**config.mk**
```make
export PLATFORM = sky130hd
export DESIGN_NAME = dfr_canon
export DESIGN_NICKNAME = d
export VERILOG_FILES = /design/src/hw/rtl/dfr_pkg.sv /design/src/hw/rtl/dfr_cell.sv /design/src/hw/rtl/dfr_canon.sv
export SDC_FILE = /design/constraint.sdc
export NUM_CORES = 1
export LEC_CHECK = 0
export BUFFER_PORTS_ARGS = -buffer_cell sky130_fd_sc_hd__buf_2
export CAP_MARGIN = 10
export CORE_UTILIZATION = 35
export CTS_CLUSTER_DIAMETER = 150
export CTS_CLUSTER_SIZE = 10
export DETAILED_ROUTE_END_ITERATION = 7
export HOLD_SLACK_MARGIN = 0.1
export SYNTH_ARGS = -nofsm -noshare
export SYNTH_HDL_FRONTEND = slang
export SYNTH_HIERARCHICAL = 1
export SYNTH_SLANG_ARGS = --single-unit
```
**constraint.sdc**
```tcl
create_clock -name clk -period 5.5 [get_ports clk]
set_input_delay 0.55 -clock clk [delete_from_list [all_inputs] [get_ports clk]]
set_output_delay 0.55 -clock clk [all_outputs]
set_load 0.1 [all_outputs]
```
**src/hw/rtl/dfr_pkg.sv**
```systemverilog
package dfr_pkg;

	localparam int LANE_W  = 16;
	localparam int LANES   = 4;
	localparam int FACE_W  = LANE_W * LANES;
	localparam int CNT_W   = 11;
	localparam int FS_W    = 3;
	localparam int CMD_W   = 2;
	localparam int STAT_W  = 2;
	localparam int SLOT_W  = 10;
	localparam int IN_DW   = 80;
	localparam int OUT_DW  = 88;

	localparam logic [CMD_W-1:0] CMD_LOAD    = 2'd0;
	localparam logic [CMD_W-1:0] CMD_COMPACT = 2'd1;
	localparam logic [CMD_W-1:0] CMD_READ    = 2'd2;
	localparam logic [CMD_W-1:0] CMD_CLEAR   = 2'd3;

	localparam logic [STAT_W-1:0] ST_OK    = 2'd0;
	localparam logic [STAT_W-1:0] ST_FULL  = 2'd1;
	localparam logic [STAT_W-1:0] ST_RANGE = 2'd2;

	typedef struct packed {
		logic            start;
		logic [FS_W-1:0] size;
	} canon_req_t;

endpackage

```
**src/hw/rtl/dfr_cell.sv**
```systemverilog
module dfr_cell import dfr_pkg::*; (
	input  logic              clk,
	input  logic              load,
	input  logic [LANE_W-1:0] load_val,
	input  logic              shift,
	input  logic [LANE_W-1:0] nb_val,
	output logic [LANE_W-1:0] val
);

	logic [LANE_W-1:0] val_q;

	always_ff @(posedge clk) begin
		if (load) begin
			val_q <= load_val;
		end else if (shift) begin
			val_q <= nb_val;
		end
	end

	assign val = val_q;

endmodule

```
**src/hw/rtl/dfr_canon.sv**
```systemverilog
module dfr_canon import dfr_pkg::*; #(
	parameter int MAX_FACE_SIZE = 4
) (
	input  logic              clk,
	input  logic              arst_n,
	input  canon_req_t        req,
	input  logic [FACE_W-1:0] face,
	output logic              done,
	output logic [FACE_W-1:0] canon
);

	logic [LANE_W-1:0] val  [MAX_FACE_SIZE];
	logic [LANE_W-1:0] nb   [MAX_FACE_SIZE];
	logic [FACE_W-1:0] snap;
	logic              busy_q;
	logic              done_q;
	logic [FS_W-1:0]   step_q;
	logic [FS_W-1:0]   size_q;
	logic [LANE_W-1:0] best_q;
	logic [FACE_W-1:0] canon_q;

	for (genvar i = 0; i < MAX_FACE_SIZE; i++) begin : g_cell
		if (i == MAX_FACE_SIZE - 1) begin : g_last
			assign nb[i] = (FS_W'(i) == size_q - 3'd1) ? val[0] : '0;
		end else begin : g_mid
			assign nb[i] = (FS_W'(i) == size_q - 3'd1) ? val[0] :
				(FS_W'(i) < size_q - 3'd1) ? val[i+1] : '0;
		end
		dfr_cell u_cell (
			.clk      (clk),
			.load     (req.start),
			.load_val (face[i*LANE_W +: LANE_W]),
			.shift    (busy_q),
			.nb_val   (nb[i]),
			.val      (val[i])
		);
	end

	for (genvar l = 0; l < LANES; l++) begin : g_snap
		if (l < MAX_FACE_SIZE) begin : g_on
			assign snap[l*LANE_W +: LANE_W] = val[l];
		end else begin : g_off
			assign snap[l*LANE_W +: LANE_W] = '0;
		end
	end

	always_ff @(posedge clk or negedge arst_n) begin
		if (!arst_n) begin
			busy_q <= 1'b0;
			done_q <= 1'b0;
			step_q <= '0;
		end else begin
			done_q <= 1'b0;
			if (req.start) begin
				busy_q <= 1'b1;
				step_q <= '0;
			end else if (busy_q) begin
				step_q <= step_q + 3'd1;
				if (step_q == size_q - 3'd1) begin
					busy_q <= 1'b0;
					done_q <= 1'b1;
				end
			end
		end
	end

	always_ff @(posedge clk) begin
		if (req.start) begin
			size_q <= req.size;
		end
		if (busy_q && (step_q == '0 || val[0] < best_q)) begin
			best_q  <= val[0];
			canon_q <= snap;
		end
	end

	assign done  = done_q;
	assign canon = canon_q;

endmodule

```
==> results_dict.tcl, run 1 <==
set metrics [dict create \
    status "finished, final reports clean" \
    slew_headroom_pct 20.7 \
    track_usage_pct 16.2 \
    vias 3754 \
    synth_compound_area_share_pct 7.27 \
    cts_tree "built" \
    syn_to_final_growth_pct 22.5 \
    yosys_warnings 6 \
    core_sq_mm 0.0175 \
    synth-seq-area-share_pct 63.9 \
    start_kind "flop" \
    via_per_inst 4.81 \
    root_buffer "clkbuf_16" \
    path_clk_slew_ns 0.06 \
    fillers 1587 \
    finalCriticalPeriod_ns 3.86 \
    antenna_found_initial 1 \
    synthXorXnorAreaFrac_pct 0.828 \
    ioPinCount 135 \
    grt_overflow 0 \
    htree_num_levels 4 \
    num_antenna_cells 0 \
    required_ns 5.66 \
    drt-initial-drc-count 266 \
    clkSinkCount 136 \
    critical_path.startpoint "size_q[0]$_DFFE_PP_" \
    r2r_start "size_q[0]$_DFFE_PP_" \
    layoutNonFillerInstCount 780 \
    arrival_ns 4.02 \
    syn_inst 407 \
    setup_tns_ns 0 \
    final_nets 633 \
    worst_pin_slew_ns 1.19 \
    avgSynthCellArea_sq_um 15.6 \
    cts_setup_buffers 0 \
    r2r_setup_slack_ns 1.64 \
    detail_route.wl_per_cell_um 18.6 \
    synth_seq_cells 136 \
    crit_path_end "g_cell[0].u_cell/val[10]$_DFFE_PP_" \
    timing.rr.end "g_cell[0].u_cell/val[10]$_DFFE_PP_" \
    synth-simple-area-share_pct 5.87 \
    route.detailed.drc 0 \
    finalSetupViolCount 0 \
    synth_top_family_by_area "multiplexers" \
    insertion_delay_ns 0.42 \
    cts_made_buffers 17 \
    syn_area_sq_mm 0.00635 \
    gp_routability_congestion 0.803 \
    cts_resized 0 \
    grt_pass1_wl_um 21600 \
    wl_um 14500 \
    maxCapViolations 0 \
    synth.area.mux_share_pct 13.6 \
    drive_gt1_share_pct 41.4 \
    grt_pass1_vias 3962 \
    path_class "flop to flop" \
    hold_violations 0 \
    min_period_over_period_pct 70.1 \
    ant_nets 0 \
    portBuffers 134 \
    reg2regPathDepth 7 \
    synth_nets 498 \
    grt_max_degree 77 \
    hp-class "input pin to flop" \
    hold_buffers 1 \
    die_y_um 137 \
    fmax_ghz 0.259 \
    cts_buffer_depth 2 \
    rows 48 \
    hpwl_um 10700 \
    place_inst 746 \
    die_x_um 137 \
    netlist-cell-type-count 36 \
    cp_max_fo 22 \
    drv_slew 0 \
    start_util_pct 36.3 \
    rsz0062_at_grt "no" \
    fin_skew_ns 0.00640 \
    synthAdderAreaFrac_pct 4.14 \
    crit_path_end_kind "flop" \
    dieArea_sq_mm 0.0187 \
    firstDrtPassIters 4 \
]
## kinds of logic (layout without fill, tap and decap cells)
logic type                 count (synthesis)  in the layout
DFF                                      136            136
and+or+nand+nor                           77             77
muxes                                     65             65
AOI/OAI and AO/OA                         61             61
buffers and inverters                     41            189
adders and majority gates                 21             21
xor gates and xnor gates                   6              6
## per-stage QoR
step                      worst slack, ns  area (sq um)  util [%]  hold WS [ns]
after global routing                 1.19          7770      44.5         0.289
after CTS                            1.60          7770      44.4         0.288
final                                1.64          7770      44.5         0.309
after detailed placement             1.61          7140      40.9         0.381
after floorplan                      1.34          6350         -         0.254
after global placement               1.76          7140      40.9         0.374
## critical path, cell delays in order, from the launching register on
cell,delay (ns)
edfxtp_1,0.52
clkinv_1,0.46
ha_1,0.41
xnor2_2,0.78
and2_1,0.70
a31oi_4,0.20
a22o_1,0.27
mux2_4,0.26
## flip-flops by register name (all words and copies together), names as in the netlist
signal	cells
busy_q	1
canon	49
step_q	3
best_q	15
done	1
g_cell.u_cell/val	64
size_q	3
## worst min path at each step
stage            from             endpoint  slack [ns]  cells after the start
6_report       req[2]  size_q[2]$_DFFE_PP_        0.31                      1
5_1_grt        req[2]  size_q[2]$_DFFE_PP_        0.29                      1
4_1_cts        req[2]  size_q[2]$_DFFE_PP_        0.29                      1
3_5_place_dp   arst_n       done$_DFF_PN0_        0.38                      1
3_3_place_gp   arst_n       done$_DFF_PN0_        0.37                      1
2_1_floorplan  arst_n     busy_q$_DFF_PN0_        0.25                      0
## routing by layer
layer	up-vias	global-route usage (%)	wire length [um]	part of all wire, %
li1	1810	-	-	-
met1	1801	20.3	6440	44
met2	111	25.7	6830	47
met3	30	4.78	819	5.6
met4	2	7.84	396	2.7
met5	-	0	13	0.090
## cell usage in the layout, fill, tap and decap left out, drive strengths merged, types with 7 or more instances in the layout
cell type | Yosys | final
a22o | 32 | 32
and3 | 16 | 16
buf | 14 | 137
clkbuf | 8 | 20
clkinv | 1 | 8
edfxtp | 131 | 131
ha | 21 | 21
inv | 18 | 18
mux2 | 64 | 64
nand2 | 39 | 39
nor2 | 7 | 7
o21ai | 18 | 18
## final cells by class
class                      instances  area, sq um  area share, %
sequential                       136         4060           52.2
clock inverter                    12          180           2.32
multi-input combinational        230         2040           26.2
tap                              225          282           3.62
clock buffer                      20          437           5.62
timing repair buffer             138          706           9.08
inverter                          19         71.3          0.917
## synthesized netlist by cell type (all sizes together)
cell	instances	area share, %
edfxtp	131	62
mux2	64	13
nand2	39	2.3
a22o	32	4.4
ha	21	4.1
inv	18	1.1
o21ai	18	1.4
and3	16	1.6
buf	14	2.7
clkbuf	8	0.49
nor2	7	0.41
a21oi	5	0.39
dfrtp	5	2.0
xnor2	5	0.69
or2	4	0.39
and2	3	0.30
and4	2	0.28
nand3	2	0.16
a211oi	1	0.12
a221oi	1	0.14
a2bb2oi	1	0.14
a31oi	1	0.34
clkinv	1	0.059
mux2i	1	0.16
nand2b	1	0.099
nand3b	1	0.12
nand4b	1	0.14
nor4	1	0.099
o21bai	1	0.12
o31ai	1	0.20
xor2	1	0.14
Power of run 1 is not shown: default switching activity piles up to over one toggle a cycle in this logic, so the estimate is an artifact.
==> run 2: changes to the inputs <==
==> constraint.sdc (replaced) <==
create_clock -name clk -period 3.45 [get_ports clk]
set_input_delay 0.345 -clock clk [delete_from_list [all_inputs] [get_ports clk]]
set_output_delay 0.345 -clock clk [all_outputs]
set_load 0.1 [all_outputs]
==> run 2 against run 1 <==
Compared with the run above:
- fmax increased by 44%
- setup slack got worse by 0.87 ns
- sequential share of layout area decreased by 0.42 points
- critical endpoint unchanged
==> results_dict.tcl, run 2 (synthesis gave the netlist of run 1 again) <==
set metrics [dict create \
    cts_buffer_depth 2 \
    path_class "flop to flop" \
    htree_num_levels 4 \
    clkSinkCount 136 \
    firstDrtPassIters 5 \
    largest_reg_flops 64 \
    crit_path_end_kind "flop" \
    start_kind "flop" \
    die_y_um 137 \
    drv_slew 0 \
    layout_commonest_cell "buf_2" \
    grt_max_degree 49 \
    arrival_ns 2.84 \
    root_buffer "clkbuf_16" \
    fmax_ghz 0.374 \
    dieArea_sq_mm 0.0187 \
    grt_overflow 0 \
    syn_to_final_growth_pct 23.5 \
    detail_route.wl_per_cell_um 18.8 \
    drive_gt1_share_pct 41.9 \
    min_period_over_period_pct 77.6 \
    drt-initial-drc-count 229 \
    path_clk_slew_ns 0.06 \
    slew_headroom_pct 48.2 \
    maxCapViolations 0 \
    cts_made_buffers 17 \
    insertion_delay_ns 0.41 \
    hold_buffers 3 \
    via_per_inst 4.85 \
    status "finished, final reports clean" \
    grt_pass1_vias 3873 \
    ant_nets 0 \
    layout_common_cells "buf_2, edfxtp_1, nand2_1, mux2_4, a22o_1" \
    cts_resized 0 \
    fin_skew_ns 0.00599 \
    grt_pass1_wl_um 22200 \
    core_sq_mm 0.0175 \
    gp_routability_congestion 0.804 \
    hp-class "input pin to flop" \
    cts_setup_buffers 0 \
    utilization_pct 44.9 \
    ioPinCount 135 \
    final_nets 640 \
    layoutNonFillerInstCount 787 \
    rows 48 \
    antenna_found_initial 1 \
    vias 3814 \
    cts_tree "built" \
    hpwl_um 11000 \
    route.detailed.drc 0 \
    finalSetupViolCount 0 \
    finalCriticalPeriod_ns 2.68 \
    required_ns 3.61 \
    portBuffers 134 \
    start_util_pct 36.3 \
    cp_max_fo 16 \
    rsz0062_at_grt "no" \
    worst_pin_slew_ns 0.777 \
    place_inst 752 \
    hold_violations 0 \
    track_usage_pct 16.5 \
    setup_tns_ns 0 \
    wl_um 14800 \
    die_x_um 137 \
]
## run 2: cell count changes in the layout (fill, tap and decap cells not counted), sizes merged
cell,delta
dlygate4sd3,+2
buf,+5
clkbuf,-1
clkinvlp,+1
clkinv,-1
diode,+1
## run 2: final cells by class
class | instances | area (sq um)
inverter | 19 | 71.3
clock inverter | 12 | 181
clock buffer | 19 | 433
multi-input combinational | 230 | 2050
fill | 1583 | 9640
antenna | 1 | 2.50
tap | 225 | 282
timing repair buffer | 145 | 763
sequential | 136 | 4060
## run 2: worst paths after layout
kind                                                         start                                 end  slack [ns]  cells past startpoint
worst max-delay path                           size_q[0]$_DFFE_PP_  g_cell[0].u_cell/val[10]$_DFFE_PP_        0.77                      7
worst min-delay path                                        req[0]                 size_q[0]$_DFFE_PP_        0.12                      1
worst max register to register                 size_q[0]$_DFFE_PP_  g_cell[0].u_cell/val[10]$_DFFE_PP_        0.77                      7
worst min register to register  g_cell[2].u_cell/val[12]$_DFFE_PP_                 canon[44]$_DFFE_PP_        0.45                      0
max in group asynchronous                                   arst_n               step_q[1]$_DFFE_PN0P_        3.04                      2
min in group asynchronous                                   arst_n                      done$_DFF_PN0_        0.27                      2
## run 2: layer usage
| layer | vias up | wire [um] | track usage [%] |
|---|---|---|---|
| met4 | 0 | 191 | 6.73 |
| met1 | 1856 | 6720 | 22.1 |
| li1 | 1826 | - | - |
| met3 | 17 | 755 | 3.56 |
| met5 | - | 0 | 0 |
| met2 | 115 | 7110 | 26.1 |
## run 2: critical path: stages (launching register included)
cell and delay (ns):
edfxtp_1 0.53, clkinv_1 0.14, ha_1 0.25, xnor2_2 0.55
and2_1 0.29, a31oi_4 0.12, a22o_1 0.27, mux2_4 0.27
## run 2: through the flow
step	worst slack [ns]	area [sq um]	hold slack, ns
2_1_floorplan	0.0169	6370	0.0494
3_3_place_gp	0.857	7190	0.164
3_5_place_dp	0.786	7190	0.171
4_1_cts	0.772	7840	0.104
5_1_grt	0.636	7840	0.117
6_report	0.773	7840	0.125
Power of run 2 is left out for the same reason.
